$ cat src/hdl/iiel_pkg.sv
// Shared widths, action codes and status codes for the indexed insert/erase list.
package iiel_pkg;

  localparam int ACTION_W = 3;
  localparam int INDEX_W  = 4;
  localparam int VALUE_W  = 32;
  localparam int COUNT_W  = 5;
  localparam int STATUS_W = 2;
  localparam int LIMIT_W  = 5;

  localparam logic [LIMIT_W-1:0] LIMIT_RESET = 5'd16;

  localparam logic [ACTION_W-1:0] ACT_APPEND = 3'd0;
  localparam logic [ACTION_W-1:0] ACT_DROP   = 3'd1;
  localparam logic [ACTION_W-1:0] ACT_INSERT = 3'd2;
  localparam logic [ACTION_W-1:0] ACT_ERASE  = 3'd3;
  localparam logic [ACTION_W-1:0] ACT_READ   = 3'd4;
  localparam logic [ACTION_W-1:0] ACT_CLEAR  = 3'd5;

  localparam logic [STATUS_W-1:0] ST_OK    = 2'd0;
  localparam logic [STATUS_W-1:0] ST_FULL  = 2'd1;
  localparam logic [STATUS_W-1:0] ST_EMPTY = 2'd2;
  localparam logic [STATUS_W-1:0] ST_RANGE = 2'd3;

endpackage

$ cat src/hdl/indexed_insert_erase_list.sv
// Top level of the indexed insert/erase list: sequencer, entry count and result register.
//
// An ordered list of signed words held in a single-port-write RAM of CAPACITY entries.
// Every input beat carries one action (append, drop last, insert at index, erase at
// index, read at index, clear) and yields exactly one output beat with the word read,
// the entry count after the action and a status (ok, full, empty, index out of range).
// A failed action leaves the list untouched. Moving entries for insert and erase is
// done by a small sequencer that walks the RAM one entry at a time: each moved entry
// is read and then written on the RAM port. The input is not ready again until the
// sequencer has handed its result to the output register, so the RAM port and the
// shift walk set the throughput. The output register holds a result until it is
// taken, and a new beat may be accepted meanwhile. The capacity limit register
// (reset 16) is clamped to CAPACITY and only blocks growth; the user must write it
// through cfg_we and cfg_data only while the block is idle, as the block itself does
// not enforce this. No clearing pass is needed after reset, as only positions below
// the entry count are ever read.
module indexed_insert_erase_list
  import iiel_pkg::*;
#(
  parameter int CAPACITY   = 16,
  parameter int DATA_WIDTH = 32
) (
  input  logic                       clk,
  input  logic                       rst,
  // Configuration port
  input  logic                       cfg_we,
  input  logic [LIMIT_W-1:0]         cfg_data,
  // Input channel
  input  logic                       in_valid,
  output logic                       in_ready,
  input  logic [ACTION_W-1:0]        action,
  input  logic [INDEX_W-1:0]         index,
  input  logic signed [VALUE_W-1:0]  value,
  // Output channel
  output logic                       out_valid,
  input  logic                       out_ready,
  output logic signed [VALUE_W-1:0]  read_value,
  output logic [COUNT_W-1:0]         count,
  output logic [STATUS_W-1:0]        status
);

  // Widths that follow from the store size.
  localparam int AW   = $clog2(CAPACITY);
  localparam int CW   = $clog2(CAPACITY + 1);
  localparam int CMPW = (CW > INDEX_W) ? CW : INDEX_W;
  localparam int LW   = (CW > LIMIT_W) ? CW : LIMIT_W;
  localparam int OCW  = (CW > COUNT_W) ? CW : COUNT_W;
  localparam int EW   = (DATA_WIDTH > VALUE_W) ? DATA_WIDTH : VALUE_W;

  typedef enum logic [4:0] {
    S_IDLE = 5'b00001,
    S_RD   = 5'b00010,
    S_WR   = 5'b00100,
    S_PUT  = 5'b01000,
    S_DONE = 5'b10000
  } state_t;

  state_t                 state;
  logic [CW-1:0]          entry_count;
  logic [LIMIT_W-1:0]     capacity_limit;
  logic [ACTION_W-1:0]    op;
  logic [AW-1:0]          ptr;
  logic [AW-1:0]          idx_q;
  logic [DATA_WIDTH-1:0]  word_q;
  logic signed [VALUE_W-1:0] res_read;
  logic [STATUS_W-1:0]    res_status;

  // RAM port signals.
  logic                   ram_we;
  logic [AW-1:0]          ram_waddr;
  logic [DATA_WIDTH-1:0]  ram_wdata;
  logic                   ram_re;
  logic [AW-1:0]          ram_raddr;
  logic [DATA_WIDTH-1:0]  ram_rdata;

  // Checks made on the beat being accepted.
  logic                   in_fire;
  logic [CMPW-1:0]        cnt_c;
  logic [CMPW-1:0]        idx_c;
  logic [LW-1:0]          lim_e;
  logic                   is_empty;
  logic                   is_full;
  logic signed [EW-1:0]   val_ext;
  logic [DATA_WIDTH-1:0]  word_in;
  logic signed [DATA_WIDTH-1:0] rdata_s;
  logic signed [EW-1:0]   rd_ext;
  logic [OCW-1:0]         count_wide;
  logic [AW-1:0]          ptr_dec;
  logic [AW-1:0]          ptr_inc;
  logic                   erase_more;

  assign in_ready = (state == S_IDLE);
  assign in_fire  = in_valid && in_ready;

  assign cnt_c    = CMPW'(entry_count);
  assign idx_c    = CMPW'(index);
  // The limit is clamped to the size of the store.
  assign lim_e    = (LW'(capacity_limit) > LW'(CAPACITY)) ? LW'(CAPACITY)
                                                          : LW'(capacity_limit);
  assign is_empty = (entry_count == '0);
  assign is_full  = (LW'(entry_count) >= lim_e);

  // The input word is sign-extended from 32 bits, then cut to the stored width;
  // a stored word is sign-extended back and cut to 32 bits on the way out.
  assign val_ext  = EW'(value);
  assign word_in  = val_ext[DATA_WIDTH-1:0];
  assign rdata_s  = ram_rdata;
  assign rd_ext   = EW'(rdata_s);

  assign count_wide = OCW'(entry_count);

  assign ptr_dec    = ptr - AW'(1);
  assign ptr_inc    = ptr + AW'(1);
  // During an erase walk, another entry still has to come down when ptr+2 < count.
  assign erase_more = ((CW + 1)'(ptr) + (CW + 1)'(2)) < (CW + 1)'(entry_count);

  // RAM port control: appends write straight away, shifts read then write,
  // and an insert finally places the new word at its index.
  always_comb begin
    ram_we    = 1'b0;
    ram_waddr = ptr;
    ram_wdata = ram_rdata;
    ram_re    = 1'b0;
    ram_raddr = ptr;
    case (state)
      S_IDLE: begin
        if (in_fire && action == ACT_APPEND && !is_full) begin
          ram_we    = 1'b1;
          ram_waddr = entry_count[AW-1:0];
          ram_wdata = word_in;
        end
      end
      S_RD: begin
        ram_re = 1'b1;
        if (op == ACT_INSERT) begin
          ram_raddr = ptr_dec;
        end else if (op == ACT_ERASE) begin
          ram_raddr = ptr_inc;
        end
      end
      S_WR: begin
        ram_we = (op == ACT_INSERT) || (op == ACT_ERASE);
      end
      S_PUT: begin
        ram_we    = 1'b1;
        ram_waddr = idx_q;
        ram_wdata = word_q;
      end
      default: begin
      end
    endcase
  end

  iiel_ram #(
    .WIDTH (DATA_WIDTH),
    .DEPTH (CAPACITY)
  ) u_ram (
    .clk   (clk),
    .we    (ram_we),
    .waddr (ram_waddr),
    .wdata (ram_wdata),
    .re    (ram_re),
    .raddr (ram_raddr),
    .rdata (ram_rdata)
  );

  // Configuration register.
  always_ff @(posedge clk) begin
    if (rst) begin
      capacity_limit <= LIMIT_RESET;
    end else if (cfg_we) begin
      capacity_limit <= cfg_data;
    end
  end

  // Sequencer. Checks are made on acceptance; only a successful insert, erase or
  // read goes on to walk the RAM.
  always_ff @(posedge clk) begin
    if (rst) begin
      state       <= S_IDLE;
      entry_count <= '0;
      op          <= ACT_APPEND;
    end else begin
      case (state)
        S_IDLE: begin
          if (in_fire) begin
            op         <= action;
            word_q     <= word_in;
            idx_q      <= idx_c[AW-1:0];
            ptr        <= idx_c[AW-1:0];
            res_read   <= '0;
            res_status <= ST_OK;
            state      <= S_DONE;
            case (action)
              ACT_APPEND: begin
                if (is_full) begin
                  res_status <= ST_FULL;
                end else begin
                  entry_count <= entry_count + CW'(1);
                end
              end
              ACT_DROP: begin
                if (is_empty) begin
                  res_status <= ST_EMPTY;
                end else begin
                  entry_count <= entry_count - CW'(1);
                end
              end
              ACT_INSERT: begin
                if (idx_c > cnt_c) begin
                  res_status <= ST_RANGE;
                end else if (is_full) begin
                  res_status <= ST_FULL;
                end else begin
                  ptr   <= entry_count[AW-1:0];
                  state <= (idx_c == cnt_c) ? S_PUT : S_RD;
                end
              end
              ACT_ERASE: begin
                if (is_empty) begin
                  res_status <= ST_EMPTY;
                end else if (idx_c >= cnt_c) begin
                  res_status <= ST_RANGE;
                end else if ((idx_c + CMPW'(1)) < cnt_c) begin
                  state <= S_RD;
                end else begin
                  entry_count <= entry_count - CW'(1);
                end
              end
              ACT_READ: begin
                if (is_empty) begin
                  res_status <= ST_EMPTY;
                end else if (idx_c >= cnt_c) begin
                  res_status <= ST_RANGE;
                end else begin
                  state <= S_RD;
                end
              end
              ACT_CLEAR: begin
                entry_count <= '0;
              end
              default: begin
              end
            endcase
          end
        end
        S_RD: begin
          state <= S_WR;
        end
        S_WR: begin
          case (op)
            ACT_INSERT: begin
              ptr   <= ptr_dec;
              state <= (ptr_dec == idx_q) ? S_PUT : S_RD;
            end
            ACT_ERASE: begin
              ptr <= ptr_inc;
              if (erase_more) begin
                state <= S_RD;
              end else begin
                entry_count <= entry_count - CW'(1);
                state       <= S_DONE;
              end
            end
            default: begin
              res_read <= rd_ext[VALUE_W-1:0];
              state    <= S_DONE;
            end
          endcase
        end
        S_PUT: begin
          entry_count <= entry_count + CW'(1);
          state       <= S_DONE;
        end
        S_DONE: begin
          if (!out_valid || out_ready) begin
            state <= S_IDLE;
          end
        end
        default: begin
          state <= S_IDLE;
        end
      endcase
    end
  end

  // Output register: a result waits here until the beat is taken.
  always_ff @(posedge clk) begin
    if (rst) begin
      out_valid <= 1'b0;
    end else if (state == S_DONE && (!out_valid || out_ready)) begin
      out_valid  <= 1'b1;
      read_value <= res_read;
      count      <= count_wide[COUNT_W-1:0];
      status     <= res_status;
    end else if (out_ready) begin
      out_valid <= 1'b0;
    end
  end

  // An accepted beat always leaves the input not ready in the following cycle.
  a_busy_after_accept: assert property (@(posedge clk) disable iff (rst)
    in_fire |=> !in_ready)
    else $error("input still ready after acceptance");

  // A clear empties the list.
  a_clear_empties: assert property (@(posedge clk) disable iff (rst)
    in_fire && action == ACT_CLEAR |=> entry_count == '0)
    else $error("clear did not empty the list");

  // The entry count never exceeds the store.
  a_count_bounded: assert property (@(posedge clk) disable iff (rst)
    (CW + 1)'(entry_count) <= (CW + 1)'(CAPACITY))
    else $error("entry count beyond capacity");

  // A failed action never returns a word.
  a_fail_no_word: assert property (@(posedge clk) disable iff (rst)
    state == S_DONE && res_status != ST_OK |-> res_read == '0)
    else $error("failed action returned a word");

endmodule

$ cat src/hdl/iiel_ram.sv
// Generic single-write, single-read RAM with a registered read port.
module iiel_ram #(
  parameter int WIDTH = 32,
  parameter int DEPTH = 16
) (
  input  logic                     clk,
  input  logic                     we,
  input  logic [$clog2(DEPTH)-1:0] waddr,
  input  logic [WIDTH-1:0]         wdata,
  input  logic                     re,
  input  logic [$clog2(DEPTH)-1:0] raddr,
  output logic [WIDTH-1:0]         rdata
);

  logic [WIDTH-1:0] mem [DEPTH];

  always_ff @(posedge clk) begin
    if (we) begin
      mem[waddr] <= wdata;
    end
    if (re) begin
      rdata <= mem[raddr];
    end
  end

endmodule
$ cat config.mk
export PLATFORM = sky130hd
export DESIGN_NAME = indexed_insert_erase_list
export DESIGN_NICKNAME = d
export VERILOG_FILES = /design/src/hdl/iiel_pkg.sv /design/src/hdl/indexed_insert_erase_list.sv /design/src/hdl/iiel_ram.sv
export SDC_FILE = /design/constraint.sdc
export NUM_CORES = 1
export LEC_CHECK = 0
export BUFFER_PORTS_ARGS = -buffer_cell sky130_fd_sc_hd__buf_2
export CORE_MARGIN = 2
export CORE_UTILIZATION = 45
export DETAILED_ROUTE_END_ITERATION = 10
export GPL_TIMING_DRIVEN = 0
export PLACE_DENSITY = 0.66
export SETUP_SLACK_MARGIN = 0.02
export SLEW_MARGIN = 25
export SYNTH_ARGS = -nofsm -noshare
export SYNTH_HDL_FRONTEND = slang
export SYNTH_HIERARCHICAL = 1
export SYNTH_SLANG_ARGS = --single-unit
export TNS_END_PERCENT = 5
$ cat constraint.sdc
create_clock -name clk -period 15.2 [get_ports clk]
set_input_delay 1.52 -clock clk [delete_from_list [all_inputs] [get_ports clk]]
set_output_delay 1.52 -clock clk [all_outputs]
set_load 0.005 [all_outputs]
==> metrics.csv <==
metric,value,unit
DP Wirelength,41100,um
total global-route track usage,21.3,%
IO buf count,86,
Clk pwr share,42.0,%
count of cell types in the netlist,67,
Syn Area/Cell,19.7,sq um
post-synth top area cell,edfxtp_1,
Core Region,58700,sq um
Starting Density,45.2,%
Slew Limit Fails,0,
Fmax,0.187,GHz
GRT Max-Usage Layer,met2,
Net Switching,809,uW
combinational power share,5.1,%
H-Tree Depth,3,
"EDFF count, synth",657,
Hold Crit Class,reg -> reg,
Hold Crit Depth,0,
WL/cell,26.9,um
Worst R2R Path Depth,14,
fill cell count,4491,
Post CTS Setup Buffer Count,0,
RSZ-0062 raised after global routing,false,
area of the multi-input gates,6180,sq um
vias,14200,
remaining antenna violation count after routing,0,
gr ovfl total,0,
Mapped Cells,1349,
first-pass GRT wire length,92600,um
"FF+latch count, synth",676,
P&R area growth vs syn,16.6,%
sw frac,20.8,%
Slew HR,23.1,%
hold violation count in the final report,0,
ranking of synthesized cells by area,"edfxtp_1, mux4_2, a22oi_1",
Clock Skew,0.0254,ns
pwr dens,126,nW/um^2
Syn Std Cell Area,26500,sq um
met2 Usage GRT,32.8,%
Reg2Reg Setup Slack,9.87,ns
Post-synth top cells,"edfxtp_1, mux4_2, a22oi_1",
clock-pin slew on the worst setup and hold paths,0.06,ns
Flop pwr share,52.9,%
Detailed Route WL,63900,um
Placed Cells,2255,
final net count,1628,
Final Cycle Share,35.1,%
Chip Width,247,um
largest net degree at the start of global routing,35,
DRC Markers,0,
VDD IR max,0.0728,mV
worst r2r src,cnt_c[0]$_SDFFE_PP0P_,
die area,60900,sq um
CTS resizes,0,
RePlAce Congestion,0.867,
register area,20100,sq um
initial DRC count,1490,
critical path capture point type,flop,
# IOs,90,
Clock Sinks,676,
"Async S/R FF share, synth",0,%
Synth Net Count,1424,
peak fanout along the critical path,10,
status,finished clean,
Max Cap Violations,0,
Setup TNS,0,ns
YS warnings,6,
hold_buf cts,0,
drt pass-1 iters,5,
worst-case clock buffer depth,3,
CTS tree,built,
sequential share of the synthesized area,75.8,%
fraction of layout cells with a size suffix above 1,25.5,%
Critical R2R Capture,u_ram/mem[0][13]$_DFFE_PP_,
vias per inst,5.96,
Least-Margin Pin Slew,1.15,ns
hold path endpoint,read_value[24]$_DFFE_PP_,
most common cell in the netlist,edfxtp_1,
minimum clock period,5.34,ns
GR Util met3,4.63,%
Clock Tree Root,clkbuf_16,
hold path start,res_read[24]$_SDFFCE_PN0P_,
cts bufs inserted,69,
worst path arrival time,5.64,ns
Setup CP Type,in -> reg,
Leak,0.0104,uW
worst path required time,15.50,ns
post-route insts no fill,2379,
initial antenna violation count,1,
Int Power,3080,uW
"Top FF cell, synth",edfxtp_1,
startpoint types,input port,
final setup fails,0,
number of global-route vias before repair,14100,
Die Y-Extent,247,um
floorplan row count,89,
clk_lat worst skew,0.61,ns
met1 track demand over resource,30.3,%
Yosys top cell area share,74.3,%
[worst max-delay path by stage]
stage                                      from                           to  slack (ns)
after global routing      cnt_c[0]$_SDFFE_PP0P_   u_ram/mem[0][10]$_DFFE_PP_        9.67
after CTS                 cnt_c[0]$_SDFFE_PP0P_   u_ram/mem[0][10]$_DFFE_PP_        9.93
after detailed placement              action[2]   u_ram/mem[0][13]$_DFFE_PP_        9.31
after global placement                action[2]  u_ram/mem[12][13]$_DFFE_PP_        5.35
after floorplan                       action[2]    u_ram/mem[0][0]$_DFFE_PP_        9.21
final                                 action[2]   u_ram/mem[0][13]$_DFFE_PP_        9.86
[state kept, by name, indices dropped and copies added, names as in the netlist]
register	cells
u_ram/mem	512
read_value	32
res_read	32
u_ram/rdata	32
word_q	32
capacity_limit	5
cnt_c	5
count	5
state	5
idx_q	4
ptr	4
op	3
res_status	2
status	2
out_valid	1
[power by group through the flow]
stage	Combinational [uW]	Clock, uW	Sequential [uW]
after floorplan	127	0	2090
after CTS	197	1660	2060
final	198	1640	2060
after global placement	185	0	2100
after detailed placement	196	0	2100
after global routing	214	1730	2060
[cells in the final DEF (no fill, tap or decap), types with 4 or more instances in the layout]
master	n
buf_4	34
dfxtp_1	19
xnor2_1	9
nand2b_1	6
and3_1	33
nor3_1	12
nand3_1	10
buf_16	10
buf_12	11
o21ai_0	16
nor2b_1	8
a221o_1	5
a21oi_1	15
clkbuf_16	72
nor2_4	14
clkbuf_1	57
xor2_1	6
o22ai_1	4
ha_1	26
buf_1	10
nand2_1	62
a21o_1	37
buf_2	98
bufinv_16	5
mux2i_1	13
edfxtp_1	657
inv_1	15
mux4_2	128
nor3_2	5
clkinv_1	12
a22oi_1	67
clkinv_2	8
nor2_1	20
nand4_1	5
a22o_1	33
[logic make-up (layout without fill, tap and decap cells)]
kind of cell / count (synthesis) / in the layout / synth area share [%]
xor+xnor: 15 / 15 / 0.495
compound gates: 205 / 205 / 5.83
simple gates: 199 / 199 / 3.84
mux: 142 / 142 / 11.4
flops: 676 / 676 / 75.8
other cells: 0 / 1 / 0
fa+ha+maj: 26 / 26 / 1.23
buf+inv: 86 / 342 / 1.46
[per-stage QoR]
step / hold slack [ns] / setup slack, ns / power, uW / area [sq um] / util (%)
5_1_grt: 0.431 / 9.67 / 4010 / 30900 / 52.7
2_1_floorplan: 0.400 / 9.21 / 2220 / 26500 / -
3_3_place_gp: 0.401 / 5.35 / 2280 / 27900 / 47.6
3_5_place_dp: 0.405 / 9.31 / 2290 / 28800 / 49.0
6_report: 0.417 / 9.86 / 3890 / 30900 / 52.7
4_1_cts: 0.418 / 9.93 / 3920 / 30900 / 52.7
[worst max-delay path, stage by stage]
cell and delay [ns]:
buf_2 0.11, buf_4 0.16, nor3_1 0.20, o211ai_1 0.27
nor2_1 0.74, nor2_1 0.49, buf_2 0.40, nand2_1 0.19
or3b_2 0.59, nor3_2 0.28, buf_4 0.25, buf_4 0.20
buf_4 0.22
[area by class of cell]
| cell class | count | share of cell area [%] |
|---|---|---|
| Clock buffer | 94 | 6.09 |
| Timing Repair Buffer | 133 | 3.65 |
| Sequential cell | 676 | 65.0 |
| Clock inverter | 29 | 0.934 |
| Tap cell | 773 | 3.13 |
| Buffer | 71 | 1.08 |
| Antenna cell | 1 | 0.00809 |
| Multi-Input combinational cell | 587 | 20.0 |
| Inverter | 15 | 0.182 |
[per-layer routing]
layer / wire (um) / up-vias / share of wire, %
met2: 29800 / 595 / 47
met3: 5130 / 107 / 8.0
li1: - / 6006 / -
met4: 1700 / 0 / 2.7
met5: 0 / - / 0
met1: 27300 / 7480 / 43
Note: power is estimated with default switching activity, not from simulation.
